**src/rtl/frkvc_pkg.sv**
```systemverilog
// Shared types and constants for the FIFO-replacement key-value cache.
// No dependencies; the other files that use it refer to it by scoped names.
package frkvc_pkg;

  // Key width and configuration register width
  localparam int unsigned KEY_W = 32;
  localparam int unsigned CAP_W = 4;

  // Capacity after reset
  localparam logic [CAP_W-1:0] CAP_RESET = 4'd5;

  // Operation codes carried in the func field
  typedef enum logic {
    FUNC_PUT = 1'b0,
    FUNC_GET = 1'b1
  } func_t;

  // Per-cell control from the top-level sequencing logic
  typedef struct packed {
    logic shift;  // take the neighbour's entry (oldest drops out)
    logic load;   // write the incoming key and value as a new entry
    logic upd;    // overwrite the value of a matching entry
  } cell_ctrl_t;

endpackage

```
**src/rtl/frkvc_in_if.sv**
```systemverilog
// Request channel interface: valid/ready handshake with func, key and value.
// Depends on frkvc_pkg for the key width.
interface frkvc_in_if #(
  parameter int unsigned VALUE_BITS = 64
);
  logic                             valid;
  logic                             ready;
  logic                             func;
  logic signed [frkvc_pkg::KEY_W-1:0] key;
  logic [VALUE_BITS-1:0]            value;

  modport source (output valid, output func, output key, output value, input ready);
  modport sink   (input valid, input func, input key, input value, output ready);
endinterface

```
**src/rtl/frkvc_out_if.sv**
```systemverilog
// Result channel interface: valid/ready handshake with found, read_value, evicted.
// No package dependencies.
interface frkvc_out_if #(
  parameter int unsigned VALUE_BITS = 64
);
  logic                  valid;
  logic                  ready;
  logic                  found;
  logic [VALUE_BITS-1:0] read_value;
  logic                  evicted;

  modport source (output valid, output found, output read_value, output evicted,
                  input ready);
  modport sink   (input valid, input found, input read_value, input evicted,
                  output ready);
endinterface

```
**src/rtl/frkvc_cfg_if.sv**
```systemverilog
// Configuration write channel interface: valid/ready with the capacity word.
// Depends on frkvc_pkg for the register width.
interface frkvc_cfg_if;
  logic                           valid;
  logic                           ready;
  logic [frkvc_pkg::CAP_W-1:0]    data;

  modport source (output valid, output data, input ready);
  modport sink   (input valid, input data, output ready);
endinterface

```
**src/rtl/frkvc_cell.sv**
```systemverilog
// One storage cell of the cache row: key, value and valid bit, key compare,
// and a shift path from the younger neighbour. Depends on frkvc_pkg.
module frkvc_cell #(
  parameter int unsigned VALUE_BITS = 64
) (
  input  logic                                 clk,
  input  logic                                 rst_n,
  input  frkvc_pkg::cell_ctrl_t                ctrl,
  input  logic signed [frkvc_pkg::KEY_W-1:0]   req_key,
  input  logic [VALUE_BITS-1:0]                req_value,
  input  logic                                 nb_valid,
  input  logic signed [frkvc_pkg::KEY_W-1:0]   nb_key,
  input  logic [VALUE_BITS-1:0]                nb_value,
  output logic                                 valid,
  output logic signed [frkvc_pkg::KEY_W-1:0]   key,
  output logic [VALUE_BITS-1:0]                value,
  output logic                                 hit
);

  logic                               valid_r, valid_nxt;
  logic signed [frkvc_pkg::KEY_W-1:0] key_r, key_nxt;
  logic [VALUE_BITS-1:0]              value_r, value_nxt;

  // Compare the request key against the held entry
  assign hit = valid_r && (key_r == req_key);

  // Select next contents: new entry wins over shift, shift over update
  always_comb begin
    valid_nxt = valid_r;
    key_nxt   = key_r;
    value_nxt = value_r;
    if (ctrl.load) begin
      valid_nxt = 1'b1;
      key_nxt   = req_key;
      value_nxt = req_value;
    end else if (ctrl.shift) begin
      valid_nxt = nb_valid;
      key_nxt   = nb_key;
      value_nxt = nb_value;
    end else if (ctrl.upd) begin
      value_nxt = req_value;
    end
  end

  // Hold the valid bit under reset
  always_ff @(posedge clk) begin
    if (!rst_n) begin
      valid_r <= 1'b0;
    end else begin
      valid_r <= valid_nxt;
    end
  end

  // Payload needs no reset
  always_ff @(posedge clk) begin
    key_r   <= key_nxt;
    value_r <= value_nxt;
  end

  assign valid = valid_r;
  assign key   = key_r;
  assign value = value_r;

endmodule

```
**src/rtl/fifo_replacement_key_value_cache.sv**
```systemverilog
// Fully associative key-value cache with first-in-first-out replacement.
// Uses frkvc_pkg, the three channel interfaces and frkvc_cell.
//
// Usage:
//   in_if   : request beats (func put/get, signed 32-bit key, value word).
//   out_if  : one result beat per request (found, read_value, evicted).
//   cfg_if  : write beat setting the capacity (0 acts as 1, values above
//             MAX_ENTRIES act as MAX_ENTRIES). Write only while idle.
// The entries sit in a row of MAX_ENTRIES cells in age order, oldest in
// cell 0. Every cell compares its key in parallel; a put of a new key
// writes the cell after the youngest, or, when the cache is full, shifts
// the whole row one cell towards cell 0 so the oldest drops out and the
// new entry lands at the tail.
// Result: the result beat comes from an output register and is valid in the cycle after the request beat.
// Throughput: one request per cycle while the output register is free or draining; the key
// compare is combinational and the cell update is registered.
// Stall: a result waits in the output register; a new request is taken
// in the same cycle the waiting result leaves, otherwise in_if.ready drops.
// Reset: synchronous, active low; the cache empties and capacity returns
// to 5. No clearing pass is needed.
module fifo_replacement_key_value_cache #(
  parameter int unsigned MAX_ENTRIES = 8,
  parameter int unsigned VALUE_BITS  = 64
) (
  input  logic          clk,
  input  logic          rst_n,
  frkvc_in_if.sink      in_if,
  frkvc_out_if.source   out_if,
  frkvc_cfg_if.sink     cfg_if
);

  localparam int unsigned CNT_W = $clog2(MAX_ENTRIES + 1);
  localparam int unsigned IDX_W = (MAX_ENTRIES > 1) ? $clog2(MAX_ENTRIES) : 1;
  localparam int unsigned EFF_W = (CNT_W > frkvc_pkg::CAP_W) ? CNT_W : frkvc_pkg::CAP_W;

  logic [frkvc_pkg::CAP_W-1:0] cap_r, cap_nxt;
  logic [CNT_W-1:0]            count_r, count_nxt;
  logic                        out_valid_r, out_valid_nxt;
  logic                        found_r, found_nxt;
  logic [VALUE_BITS-1:0]       rd_value_r, rd_value_nxt;
  logic                        evicted_r, evicted_nxt;

  logic                               valid_vec [MAX_ENTRIES];
  logic signed [frkvc_pkg::KEY_W-1:0] key_vec   [MAX_ENTRIES];
  logic [VALUE_BITS-1:0]              value_vec [MAX_ENTRIES];
  logic [MAX_ENTRIES-1:0]             hit_vec;
  frkvc_pkg::cell_ctrl_t              ctrl_vec  [MAX_ENTRIES];

  logic                  accept;
  logic                  is_put;
  logic                  any_hit;
  logic                  do_evict;
  logic                  miss_put;
  logic [EFF_W-1:0]      cap_ext;
  logic [EFF_W-1:0]      eff_cap;
  logic [CNT_W-1:0]      slot_cnt;
  logic [IDX_W-1:0]      slot_idx;
  logic [VALUE_BITS-1:0] hit_value;
  logic [MAX_ENTRIES-1:0] valid_bits;

  // Handshake: take a request when the output register is free or draining
  assign in_if.ready  = !out_valid_r || out_if.ready;
  assign accept       = in_if.valid && in_if.ready;
  assign cfg_if.ready = 1'b1;

  // Clamp the capacity to 1..MAX_ENTRIES
  always_comb begin
    cap_ext = EFF_W'(cap_r);
    if (cap_r == '0) begin
      eff_cap = EFF_W'(1);
    end else if (cap_ext > EFF_W'(MAX_ENTRIES)) begin
      eff_cap = EFF_W'(MAX_ENTRIES);
    end else begin
      eff_cap = cap_ext;
    end
  end

  // Decode the request against the hit vector
  assign is_put   = (in_if.func == frkvc_pkg::FUNC_PUT);
  assign any_hit  = |hit_vec;
  assign miss_put = is_put && !any_hit;
  assign do_evict = miss_put && (EFF_W'(count_r) >= eff_cap) && (count_r != '0);
  assign slot_cnt = do_evict ? (count_r - CNT_W'(1)) : count_r;
  assign slot_idx = slot_cnt[IDX_W-1:0];

  // Gather the value of the matching cell
  always_comb begin
    hit_value = '0;
    for (int i = 0; i < MAX_ENTRIES; i++) begin
      if (hit_vec[i]) begin
        hit_value = hit_value | value_vec[i];
      end
    end
  end

  // Build the row of cells, each fed by its younger neighbour
  for (genvar g = 0; g < MAX_ENTRIES; g++) begin : g_cell
    logic                               nb_valid;
    logic signed [frkvc_pkg::KEY_W-1:0] nb_key;
    logic [VALUE_BITS-1:0]              nb_value;

    if (g + 1 < MAX_ENTRIES) begin : g_nb
      assign nb_valid = valid_vec[g+1];
      assign nb_key   = key_vec[g+1];
      assign nb_value = value_vec[g+1];
    end else begin : g_tail
      assign nb_valid = 1'b0;
      assign nb_key   = '0;
      assign nb_value = '0;
    end

    assign ctrl_vec[g].shift = accept && do_evict;
    assign ctrl_vec[g].load  = accept && miss_put && (slot_idx == IDX_W'(g));
    assign ctrl_vec[g].upd   = accept && is_put && hit_vec[g];
    assign valid_bits[g]     = valid_vec[g];

    frkvc_cell #(
      .VALUE_BITS (VALUE_BITS)
    ) u_cell (
      .clk       (clk),
      .rst_n     (rst_n),
      .ctrl      (ctrl_vec[g]),
      .req_key   (in_if.key),
      .req_value (in_if.value),
      .nb_valid  (nb_valid),
      .nb_key    (nb_key),
      .nb_value  (nb_value),
      .valid     (valid_vec[g]),
      .key       (key_vec[g]),
      .value     (value_vec[g]),
      .hit       (hit_vec[g])
    );
  end

  // Next state for count, capacity and the output register
  always_comb begin
    cap_nxt       = cap_r;
    count_nxt     = count_r;
    out_valid_nxt = out_valid_r;
    found_nxt     = found_r;
    rd_value_nxt  = rd_value_r;
    evicted_nxt   = evicted_r;
    if (cfg_if.valid && cfg_if.ready) begin
      cap_nxt = cfg_if.data;
    end
    if (accept && miss_put && !do_evict) begin
      count_nxt = count_r + CNT_W'(1);
    end
    if (accept) begin
      out_valid_nxt = 1'b1;
      found_nxt     = any_hit;
      rd_value_nxt  = (!is_put && any_hit) ? hit_value : '0;
      evicted_nxt   = do_evict;
    end else if (out_if.ready) begin
      out_valid_nxt = 1'b0;
    end
  end

  // Hold control state
  always_ff @(posedge clk) begin
    if (!rst_n) begin
      cap_r       <= frkvc_pkg::CAP_RESET;
      count_r     <= '0;
      out_valid_r <= 1'b0;
    end else begin
      cap_r       <= cap_nxt;
      count_r     <= count_nxt;
      out_valid_r <= out_valid_nxt;
    end
  end

  // Result payload
  always_ff @(posedge clk) begin
    found_r    <= found_nxt;
    rd_value_r <= rd_value_nxt;
    evicted_r  <= evicted_nxt;
  end

  assign out_if.valid      = out_valid_r;
  assign out_if.found      = found_r;
  assign out_if.read_value = rd_value_r;
  assign out_if.evicted    = evicted_r;

  // Keys are unique, so at most one cell matches
  a_hit_onehot: assert property (@(posedge clk) disable iff (!rst_n)
    $onehot0(hit_vec))
    else $error("more than one cell matched the request key");

  // The fill count tracks the number of valid cells
  a_count_match: assert property (@(posedge clk) disable iff (!rst_n)
    $countones(valid_bits) == 32'(count_r))
    else $error("entry count differs from valid cells");

  // An eviction replaces one entry and leaves the count unchanged
  a_evict_count: assert property (@(posedge clk) disable iff (!rst_n)
    accept && do_evict |=> $stable(count_r))
    else $error("eviction changed the entry count");

  // A get never changes the fill count
  a_get_count: assert property (@(posedge clk) disable iff (!rst_n)
    accept && !is_put |=> $stable(count_r))
    else $error("get changed the entry count");

  // Eviction only occurs with the cache non-empty
  a_evict_nonempty: assert property (@(posedge clk) disable iff (!rst_n)
    do_evict |-> (count_r != '0) && miss_put)
    else $error("eviction on empty cache or non-miss put");

endmodule
```
**src/flat_wrapper.sv**
```systemverilog
// flat-port wrapper written by rule: the top's interface ports become plain ports
module fifo_replacement_key_value_cache_flat 
#(
  parameter int unsigned MAX_ENTRIES = 8,
  parameter int unsigned VALUE_BITS  = 64
)
  (clk, rst_n, in_if_valid, in_if_func, in_if_key, in_if_value, in_if_ready, out_if_valid, out_if_found, out_if_read_value, out_if_evicted, out_if_ready, cfg_if_valid, cfg_if_data, cfg_if_ready);
  frkvc_in_if #(.VALUE_BITS(VALUE_BITS)) in_if_i ();
  frkvc_out_if #(.VALUE_BITS(VALUE_BITS)) out_if_i ();
  frkvc_cfg_if cfg_if_i ();
  input  logic clk;
  input  logic rst_n;
  input wire logic [$bits(in_if_i.valid)-1:0] in_if_valid;
  input wire logic [$bits(in_if_i.func)-1:0] in_if_func;
  input wire logic [$bits(in_if_i.key)-1:0] in_if_key;
  input wire logic [$bits(in_if_i.value)-1:0] in_if_value;
  output wire logic [$bits(in_if_i.ready)-1:0] in_if_ready;
  output wire logic [$bits(out_if_i.valid)-1:0] out_if_valid;
  output wire logic [$bits(out_if_i.found)-1:0] out_if_found;
  output wire logic [$bits(out_if_i.read_value)-1:0] out_if_read_value;
  output wire logic [$bits(out_if_i.evicted)-1:0] out_if_evicted;
  input wire logic [$bits(out_if_i.ready)-1:0] out_if_ready;
  input wire logic [$bits(cfg_if_i.valid)-1:0] cfg_if_valid;
  input wire logic [$bits(cfg_if_i.data)-1:0] cfg_if_data;
  output wire logic [$bits(cfg_if_i.ready)-1:0] cfg_if_ready;
  assign in_if_i.valid = in_if_valid;
  assign in_if_i.func = in_if_func;
  assign in_if_i.key = in_if_key;
  assign in_if_i.value = in_if_value;
  assign in_if_ready = in_if_i.ready;
  assign out_if_valid = out_if_i.valid;
  assign out_if_found = out_if_i.found;
  assign out_if_read_value = out_if_i.read_value;
  assign out_if_evicted = out_if_i.evicted;
  assign out_if_i.ready = out_if_ready;
  assign cfg_if_i.valid = cfg_if_valid;
  assign cfg_if_i.data = cfg_if_data;
  assign cfg_if_ready = cfg_if_i.ready;
  fifo_replacement_key_value_cache #(.MAX_ENTRIES(MAX_ENTRIES), .VALUE_BITS(VALUE_BITS)) u_core (.clk(clk), .rst_n(rst_n), .in_if(in_if_i), .out_if(out_if_i), .cfg_if(cfg_if_i));
endmodule
```
**config.mk**
```make
export PLATFORM = sky130hd
export DESIGN_NAME = fifo_replacement_key_value_cache_flat
export DESIGN_NICKNAME = d
export VERILOG_FILES = /design/src/rtl/frkvc_pkg.sv /design/src/rtl/frkvc_in_if.sv /design/src/rtl/frkvc_out_if.sv /design/src/rtl/frkvc_cfg_if.sv /design/src/rtl/frkvc_cell.sv /design/src/rtl/fifo_replacement_key_value_cache.sv /design/src/flat_wrapper.sv
export SDC_FILE = /design/constraint.sdc
export NUM_CORES = 1
export LEC_CHECK = 0
export BUFFER_PORTS_ARGS = -buffer_cell sky130_fd_sc_hd__buf_2
export CORE_MARGIN = 2
export CORE_UTILIZATION = 53
export DETAILED_ROUTE_END_ITERATION = 10
export PLACE_DENSITY = 0.71
export SLEW_MARGIN = 20
export SYNTH_ARGS = -nofsm -noshare
export SYNTH_HDL_FRONTEND = slang
export SYNTH_SLANG_ARGS = --single-unit
```
**constraint.sdc**
```tcl
create_clock -name clk -period 6.4 [get_ports clk]
set_input_delay 1.28 -clock clk [delete_from_list [all_inputs] [get_ports clk]]
set_output_delay 1.28 -clock clk [all_outputs]
set_load 0.02 [all_outputs]
```
==> reports/qor.csv <==
stage;metric;value;unit
synth;most used standard cells in the synthesized netlist;sky130_fd_sc_hd__edfxtp_1 (834), sky130_fd_sc_hd__mux2_2 (492), sky130_fd_sc_hd__xor2_1 (240);
synth;Post-Syn Area per Cell;15.0;sq um
floorplanning;Die Width;281;microns
floorplanning;placement row count;101;
synth;Mapped Nets;2816;
clocking;largest buffer count on any clock path;3;
routing;count of unresolved DRC violations after routing;0;
synth;proportion of synthesized chip area in sequential cells;62.6;%
routing;initial DRC count;3017;
placement;Post-Place Cell Area;0.0425;sq mm
setup_path;ordered cell list for the critical path;buf_2 > xor2_1 > nor4_1 > nand4_1 > nor3_2 > nor2_1 > nand3_1 > nor3_4 > buf_4 > nand2_4 > buf_4 > mux2_2;
floorplanning;area of the die;0.0787;sq mm
sta;share of the clock period used by the worst path;78.3;%
flow_run;Max-Cap Viols;0;
grt;met2 usage;47.2;%
sta;count of final setup violators;0;
routing;number of vias in the routed layout;25700;
grt;wire length of the first global-routing pass;174000;microns
cells_and_area;final core area utilization;60.1;%
routing;Post-Route WL;120000;microns
synth;dominant cell type by area after synthesis;sky130_fd_sc_hd__edfxtp_1;
routing;routed wirelength normalized by instance count;31.0;microns
clocking;clock sink count;851;
setup_path;cell family with the largest share of critical-path delay;simple AND/OR/NAND/NOR gates;
cells_and_area;NumNets Final;2937;
synth;distinct cell type count after synthesis;45;
cells_and_area;summed area of non-filler cells in the final layout;0.0455;sq mm
clocking;Clock Root Buffer;sky130_fd_sc_hd__clkbuf_16;
sta;max_slew headroom;26.3;%
synth;area share of the largest cell type after synthesis;61.8;%
clocking;number of levels in the clock H-tree;3;
setup_path;cell with the largest stage delay on the worst path;sky130_fd_sc_hd__nor4_1;
clocking;post-cts resize count;0;
floorplanning;y dimension of the die;281;microns
grt;pin count of the biggest net entering global routing;65;
grt;most used routing layer;met2;
sta;Worst Setup Slack, final;1.39;ns
setup_path;worst path bufs/invs;3;
placement;detailed-placement wirelength estimate;68400;microns
sta;worst hold margin;0.496;ns
pwr;Static Leak;15.6;nW
cells_and_area;fraction of final layout cells sized beyond drive strength 1;30.7;%
sta;number of slew-limit violations in the final report;0;
routing;number of iterations in the first detailed-routing pass;6;
pwr;total power per unit cell area;272;mW/mm^2
setup_path;CP max FO;46;
pwr;worst supply voltage drop on vdd;0.212;mV
floorplanning;CORE AREA;0.0758;sq mm
grt;grt total ovfl;0;
sta;maximum clock frequency;200;MHz
floorplanning;IO Pins;175;
clocking;TritonCTS clock tree;yes;
grt;vias in the first global route;25800;
clocking;worst-skew pair later-pin latency;0.67;ns
sta;transition at the pin with the smallest max-transition slack;1.10;ns
synth;Synth Flop Type;sky130_fd_sc_hd__edfxtp_1;
synth;number of storage elements in the synthesis netlist;851;
sta;number of hold violations in the final report;0;
synth;number of cells produced by synthesis;2704;
setup_path;Worst Path Required;6.80;ns
sta;minimum period implied by the final worst setup slack;5.01;ns
synth;top-count cell post-synth;sky130_fd_sc_hd__edfxtp_1;
min_path;HP Class;register to register;
setup_path;Critical Path Max Stage Delay;0.88;ns
sta;maximum clock skew at final layout;0.0531;ns
routing;via density per instance;6.62;
synth;EDFF count, synth;834;
routing;number of routed nets with antenna violations;0;
cells_and_area;post-synthesis to final-layout area growth;12.3;%
clocking;clock-pin slew reported for the worst setup and hold paths after clock tree synthesis;0.06;ns
placement;global placement routability congestion;0.943;
synth;Yosys warning total;0;
clocking;number of buffers inserted by hold repair at cts;0;
setup_path;kind of start point of the critical path;input port;
synth;total standard cell area after synthesis;0.0405;sq mm
sta;setup repair after global routing missed its margin;false;
setup_path;critical setup path kind;input port to register;
sta;total negative setup slack;0;ns
clocking;Inserted Clock Buffers;93;
outcome;run status;finished, final reports clean;
synth;post-synthesis async set-or-reset flop share;0;%
grt;GR Util met1;42.4;%
grt;number of antenna violations at the first check in global routing;19;
placement;IO buf count;173;
grt;combined global-route utilization of all metal layers;30.1;%
floorplanning;starting density of the core;53.5;%
grt;fraction of met3 tracks used by global routing;5.62;%
setup_path;Crit path top cell by count;sky130_fd_sc_hd__buf_4;
placement;worst slack at placement;0.968;ns
setup_path;critical path capture point type;register;
setup_path;data arrival time of the worst path;5.41;ns
clocking;Post-CTS Setup Bufs;0;
synth;cells taking the most area after synthesis;sky130_fd_sc_hd__edfxtp_1 (62%), sky130_fd_sc_hd__mux2_2 (14%), sky130_fd_sc_hd__xor2_1 (5.2%);
-- final timing paths --
| kind | start | to | slack, ns | cells past startpoint |
|---|---|---|---|---|
| setup / recovery | in_if_key[20] | u_core.g_cell[3].u_cell.value[41] | 1.39 | 12 |
| hold / removal | u_core.cap_ext[0] | u_core.cap_ext[0] | 0.50 | 2 |
| hold reg to reg | u_core.cap_ext[0] | u_core.cap_ext[0] | 0.50 | 2 |
| setup reg to reg | u_core.count_r[0] | u_core.g_cell[6].u_cell.value[21] | 1.49 | 13 |
-- stage by stage --
stage	power, mW	std cells
floorplan	6.78	2704
global placement	7.03	3707
detailed placement	7.05	3708
CTS	12.4	3880
global route	12.7	3884
finish	12.4	3887
-- sequential cells by signal (all words and copies together) (netlist names) --
signal and count:
u_core.out_if.read_value 64, u_core.out_if.found 1, u_core.count_r 4, u_core.g_cell.u_cell.valid 8, u_core.out_if.valid 1, u_core.g_cell.u_cell.value 512
u_core.cap_ext 4, u_core.g_cell.u_cell.key 256, u_core.out_if.evicted 1
-- per-layer routing --
| layer | vias to the layer above | share of wire (%) |
|---|---|---|
| met1 | 13200 | 41 |
| met4 | 12 | 2.9 |
| met3 | 228 | 10 |
| met2 | 1596 | 46 |
| met5 | - | 0.055 |
| li1 | 10700 | - |
-- worst reg2reg max path: cells and delay by family, from the launching register on --
family / cells / cell delay, ns
and+or+nand+nor: 4 / 0.72
buffers and inverters: 3 / 1.01
adders and majority gates: 1 / 0.32
AOI/OAI and AO/OA: 5 / 2.06
DFF: 1 / 0.46
-- cell usage in the layout (no fill, tap or decap), types with 9 or more instances in the layout --
| master | netlist | final |
|---|---|---|
| sky130_fd_sc_hd__buf_4 | 2 | 55 |
| sky130_fd_sc_hd__bufinv_16 | 0 | 9 |
| sky130_fd_sc_hd__clkbuf_1 | 85 | 18 |
| sky130_fd_sc_hd__o21ai_0 | 11 | 11 |
| sky130_fd_sc_hd__nand4_1 | 9 | 9 |
| sky130_fd_sc_hd__nor2_1 | 14 | 14 |
| sky130_fd_sc_hd__a31oi_1 | 71 | 71 |
| sky130_fd_sc_hd__buf_2 | 110 | 173 |
| sky130_fd_sc_hd__and2_1 | 97 | 97 |
| sky130_fd_sc_hd__clkbuf_16 | 0 | 94 |
| sky130_fd_sc_hd__a221oi_1 | 64 | 64 |
| sky130_fd_sc_hd__clkinv_2 | 0 | 12 |
| sky130_fd_sc_hd__a22oi_1 | 128 | 128 |
| sky130_fd_sc_hd__nand2_1 | 135 | 133 |
| sky130_fd_sc_hd__clkinv_1 | 0 | 24 |
| sky130_fd_sc_hd__nand3_1 | 17 | 17 |
| sky130_fd_sc_hd__mux2_1 | 142 | 142 |
| sky130_fd_sc_hd__a22o_1 | 64 | 64 |
| sky130_fd_sc_hd__xnor2_1 | 16 | 16 |
| sky130_fd_sc_hd__xor2_1 | 240 | 240 |
| sky130_fd_sc_hd__buf_12 | 0 | 9 |
| sky130_fd_sc_hd__edfxtp_1 | 834 | 834 |
| sky130_fd_sc_hd__nor4_1 | 57 | 55 |
| sky130_fd_sc_hd__dfxtp_1 | 17 | 17 |
| sky130_fd_sc_hd__mux2_2 | 492 | 492 |
-- report_power, final --
part	total [mW]	internal, mW	switching (mW)
combinational	0.675	0.243	0.432
clock	5.42	3.12	2.30
sequential	6.27	6.22	0.0498
total	12.4	9.59	2.78
-- cell families after synthesis --
| group | Yosys count | synth area share [%] |
|---|---|---|
| muxes | 640 | 17.8 |
| buffers and inverters | 220 | 2.39 |
| xor gates and xnor gates | 256 | 5.53 |
| adders and majority gates | 6 | 0.185 |
| other | 1 | 0.00925 |
| DFF | 851 | 62.6 |
| AOI/OAI and AO/OA | 358 | 6.70 |
| and+or+nand+nor | 372 | 4.81 |
-- area by class of cell --
cell class | instances | area (sq um)
inverter | 8 | 31.3
antenna | 7 | 17.5
tap | 978 | 1220
fill | 5723 | 30300
clock inverter | 56 | 568
multi-input combinational | 1633 | 14300
clock buffer | 116 | 2470
sequential | 851 | 25400
timing repair buffer | 238 | 1490
(Power assumes the default switching activity.)
